**src/w3kf_pkg.sv**
```systemverilog
// Shared types and constants for the 3x3 window kernel filter.
package w3kf_pkg;

    typedef logic [7:0] pix_t;

    // Full 3x3 neighborhood: [row][col], row 0 top, col 0 left.
    typedef logic [2:0][2:0][7:0] win_t;

    typedef enum logic [2:0] {
        KM_BOX           = 3'd0,
        KM_GAUSS         = 3'd1,
        KM_PREWITT_X     = 3'd2,
        KM_PREWITT_Y     = 3'd3,
        KM_SOBEL_X       = 3'd4,
        KM_SOBEL_Y       = 3'd5,
        KM_LAPLACE       = 3'd6,
        KM_LAPLACE_SHARP = 3'd7
    } kernel_mode_t;

    typedef enum logic [1:0] {
        REG_KERNEL_MODE  = 2'd0,
        REG_IMAGE_WIDTH  = 2'd1,
        REG_IMAGE_HEIGHT = 2'd2
    } reg_index_t;

    localparam int          CFG_DW         = 11;
    localparam logic [10:0] WIDTH_RESET    = 11'd640;
    localparam logic [10:0] HEIGHT_RESET   = 11'd480;
    localparam logic [10:0] DIM_MIN        = 11'd3;
    localparam logic [10:0] HEIGHT_MAX     = 11'd1024;

    // floor(s * 0.11111) for s <= 2295: (s * BOX_RECIP) >> BOX_SHIFT, exact.
    localparam logic [24:0] BOX_RECIP      = 25'd29825864;
    localparam int          BOX_SHIFT      = 28;
    // floor(v / 3) for v < 2045: (v * DIV3_RECIP) >> DIV3_SHIFT, exact.
    localparam logic [9:0]  DIV3_RECIP     = 10'd683;
    localparam int          DIV3_SHIFT     = 11;

endpackage

```
**src/w3kf_kernel.sv**
```systemverilog
// Combinational 3x3 kernel evaluation for the eight filter modes.
module w3kf_kernel (
    input  w3kf_pkg::win_t         win,
    input  w3kf_pkg::kernel_mode_t mode,
    output w3kf_pkg::pix_t         result
);
    import w3kf_pkg::*;

    function automatic logic [11:0] abs13(input logic signed [12:0] v);
        logic signed [12:0] n;
        begin
            n = -v;
            abs13 = v[12] ? n[11:0] : v[11:0];
        end
    endfunction

    function automatic logic signed [12:0] s13(input logic [11:0] v);
        s13 = $signed({1'b0, v});
    endfunction

    logic [11:0] sum_t, sum_b, sum_l, sum_r, sum_all, others;
    logic [11:0] corners, edges, ctr, gauss_sum;
    logic [11:0] ctr8, ctr9;
    logic signed [12:0] d_px, d_py, d_sx, d_sy, d_lap, d_shp;
    logic [11:0] a_px, a_py, a_sx, a_sy, a_lap;
    logic [21:0] q_px, q_py;
    logic [36:0] box_prod;

    always_comb
    begin
        ctr     = {4'd0, win[1][1]};
        sum_t   = {4'd0, win[0][0]} + {4'd0, win[0][1]} + {4'd0, win[0][2]};
        sum_b   = {4'd0, win[2][0]} + {4'd0, win[2][1]} + {4'd0, win[2][2]};
        sum_l   = {4'd0, win[0][0]} + {4'd0, win[1][0]} + {4'd0, win[2][0]};
        sum_r   = {4'd0, win[0][2]} + {4'd0, win[1][2]} + {4'd0, win[2][2]};
        sum_all = sum_t + sum_b + {4'd0, win[1][0]} + ctr + {4'd0, win[1][2]};
        others  = sum_all - ctr;
        corners = {4'd0, win[0][0]} + {4'd0, win[0][2]} + {4'd0, win[2][0]}
                + {4'd0, win[2][2]};
        edges   = {4'd0, win[0][1]} + {4'd0, win[1][0]} + {4'd0, win[1][2]}
                + {4'd0, win[2][1]};
        gauss_sum = corners + {edges[10:0], 1'b0} + {ctr[9:0], 2'b00};
        ctr8    = {ctr[8:0], 3'b000};
        ctr9    = ctr8 + ctr;

        d_px  = s13(sum_r) - s13(sum_l);
        d_py  = s13(sum_b) - s13(sum_t);
        d_sx  = s13(sum_r + {4'd0, win[1][2]}) - s13(sum_l + {4'd0, win[1][0]});
        d_sy  = s13(sum_b + {4'd0, win[2][1]}) - s13(sum_t + {4'd0, win[0][1]});
        d_lap = s13(ctr8) - s13(others);
        d_shp = s13(ctr9) - s13(others);

        a_px  = abs13(d_px);
        a_py  = abs13(d_py);
        a_sx  = abs13(d_sx);
        a_sy  = abs13(d_sy);
        a_lap = abs13(d_lap);

        q_px     = {10'd0, a_px} * {12'd0, DIV3_RECIP};
        q_py     = {10'd0, a_py} * {12'd0, DIV3_RECIP};
        box_prod = {25'd0, sum_all} * {12'd0, BOX_RECIP};

        case (mode)
            KM_BOX:       result = box_prod[BOX_SHIFT +: 8];
            KM_GAUSS:     result = gauss_sum[11:4];
            KM_PREWITT_X: result = q_px[DIV3_SHIFT +: 8];
            KM_PREWITT_Y: result = q_py[DIV3_SHIFT +: 8];
            KM_SOBEL_X:   result = a_sx[9:2];
            KM_SOBEL_Y:   result = a_sy[9:2];
            KM_LAPLACE:   result = a_lap[10:3];
            default:
            begin
                // sharpen: clamp 9*centre - others to 0..255
                if (d_shp[12])
                    result = 8'd0;
                else if (d_shp[11:8] != 4'd0)
                    result = 8'hFF;
                else
                    result = d_shp[7:0];
            end
        endcase
    end

endmodule

```
**config.mk**
```make
export PLATFORM = sky130hd
export DESIGN_NAME = w3kf_kernel
export DESIGN_NICKNAME = d
export VERILOG_FILES = /design/src/w3kf_pkg.sv /design/src/w3kf_kernel.sv
export SDC_FILE = /design/constraint.sdc
export NUM_CORES = 1
export LEC_CHECK = 0
export BUFFER_PORTS_ARGS = -buffer_cell sky130_fd_sc_hd__buf_2
export CORE_MARGIN = 2
export CORE_UTILIZATION = 60
export DETAILED_ROUTE_END_ITERATION = 10
export GPL_TIMING_DRIVEN = 1
export PLACE_DENSITY = 0.78
export SETUP_SLACK_MARGIN = 0.05
export SYNTH_ARGS = -nofsm -noshare
export SYNTH_HDL_FRONTEND = slang
export SYNTH_SLANG_ARGS = --single-unit
```
**constraint.sdc**
```tcl
create_clock -name vclk -period 15
set_input_delay 2.25 -clock vclk [all_inputs]
set_output_delay 2.25 -clock vclk [all_outputs]
set_load 0.01 [all_outputs]
```
==> run metrics <==
Worst setup SP type=input port; maxcap violations=0; Die H=174 microns; CTS resizes=0; die width=174 microns; FF/Latch Area=0 sq um; Arrival @ worst endpoint=12190 ps; fmax=69.2 MHz; fin crit share=0.963; I/O pins=83; Seq/Total Area, Yosys=0; worst stage delay on the critical path=roughly 550 ps; # Post-CTS Setup Buffers=0; share of cells above drive strength 1=0.0690; Die ar.=0.0303 sq mm; DP Wirelength=41.8 mm; RSZ-0062 raised after global routing=false; IO buf count=83; Area growth, synth to finish=6.03%; final wirelength=45.9 mm; CP Launch Point=win[1]; Slew @ Worst Pin=904 ps; Hold Vio Cnt, Final=0; gate count after technology mapping=1946; residual DRC count=0; Synth Cell Area=0.0174 sq mm; routability congestion estimate=a little over 1; first-pass GRT wire length=~76 mm; GRT Overall Usage=0.315; WL/cell=18.9 microns; Seq Cell Count=0; vias=13996; Site Rows=62; final setup fails=0; vias in the first global route=roughly 15000; post-DR vias/cell=approximately 5.8; Slew Limit Fails=0; commonest non-fill, non-tap cell in the layout=inv_1; WP data required=12750 ps; slew margin rel.=0.389; commonest cells after routing, fill and taps aside=inv_1, ha_1, fa_1; initial antenna violation count=0; cts hold-fix bufs=0; post-route ant nets=0; Tmin final=14440 ps; CP endpoint=result[7]; 1st-pass router iterations=6; initial core utilization=0.606; Final nets=2758; CP Max Fanout=5; core area=~0.029 sq mm; worst hold path class=input port to output port; Mean Syn Cell Area=approximately 8.9 sq um; Yosys cell types=78; Crit-path slowest cell=fa_1; Crit Path Class=input port to output port; Crit. End Element=output port; final setup TNS=0 ps; GRT Residual Overflow=0; Iter 0 DRT Violations=847; Yosys warning count=0; status=completed; clock buffer count=0; largest net degree at the start of global routing=13; ant diodes=0
-- kinds of logic after synthesis --
logic type / synth area share
adders and majority gates: 0.581
AOI/OAI and AO/OA: 0.139
other: 0.000433
muxes: 0.00447
xor gates and xnor gates: 0.0828
buffers and inverters: 0.103
and+or+nand+nor: 0.0894
-- layout make-up --
class	count	area (sq um)
Multi-Input combinational cell	1476	15600
Fill cell	2412	10200
Inverter	469	1760
Timing Repair Buffer	97	520
Tap cell	384	480
-- worst max-delay path: cells and delay by family --
kind / cells / cell delay (ps)
AO/OA/AOI/OAI: 14 / 2910
XOR/XNOR: 2 / 310
AND/OR/NAND/NOR: 2 / 510
buffers and inverters: 10 / 840
adder cells (fa/ha/maj): 13 / 5330
-- Yosys cell counts, types with 5 or more instances --
cell	n	area share
nand4_1	5	0.0018
clkbuf_1	6	0.0013
o31ai_1	12	0.0052
or2_2	8	0.0029
a22oi_1	6	0.0026
xor2_1	46	0.023
nand2b_1	9	0.0032
nor2_1	68	0.015
a2111oi_0	7	0.0035
and2_1	8	0.0029
a211o_1	5	0.0025
o21ai_0	67	0.019
a21o_1	41	0.018
nand3b_1	5	0.0022
nor3_1	22	0.0063
fa_1	278	0.32
nor2b_1	14	0.0050
and3_1	10	0.0036
o21a_1	22	0.0095
and4_1	6	0.0030
xnor2_1	110	0.055
nor4_1	8	0.0029
or4_1	6	0.0026
or3_1	10	0.0036
a21oi_1	96	0.028
o21bai_1	26	0.011
o211ai_1	11	0.0048
a31oi_1	9	0.0032
nand3_1	23	0.0066
nor3b_1	7	0.0030
inv_1	469	0.10
a211oi_1	13	0.0056
a221oi_1	6	0.0030
nand2_1	79	0.017
ha_1	361	0.26
-- how the worst min path moves through the flow --
stage	start	end	slack (ps)	cells past startpoint
CTS	mode[2]	result[3]	5150	4
detailed placement	mode[2]	result[3]	5150	4
global route	mode[2]	result[3]	5190	4
finish	mode[2]	result[3]	5180	4
floorplan	mode[1]	result[4]	4870	3
global placement	mode[2]	result[3]	5150	4
-- per-stage QoR --
| step | setup slack, ps | area [sq um] | hold slack (ps) | util | cells |
|---|---|---|---|---|---|
| after global placement | 501 | 18400 | 5150 | 0.641 | 2426 |
| after floorplan | 1220 | 17400 | 4870 | - | 1952 |
| after CTS | 292 | 18400 | 5150 | 0.641 | 2426 |
| after detailed placement | 319 | 18400 | 5150 | 0.641 | 2426 |
| after global routing | 44.6 | 18400 | 5190 | 0.643 | 2426 |
| final | 557 | 18400 | 5180 | 0.643 | 2426 |
-- per-layer routing --
layer / routed length, microns / up-vias / track usage / part of all wire
met4: 2090 / 0 / 0.115 / 0.045
li1: - / 6606 / - / -
met1: 18900 / 6831 / 0.403 / 0.41
met3: 2300 / 119 / 0.0258 / 0.050
met2: 22600 / 440 / 0.560 / 0.49
met5: 0 / - / 0 / 0
Power is left out: the tool's default activity adds up to more than one toggle a clock period on the data nets, which glitch-free logic cannot reach.
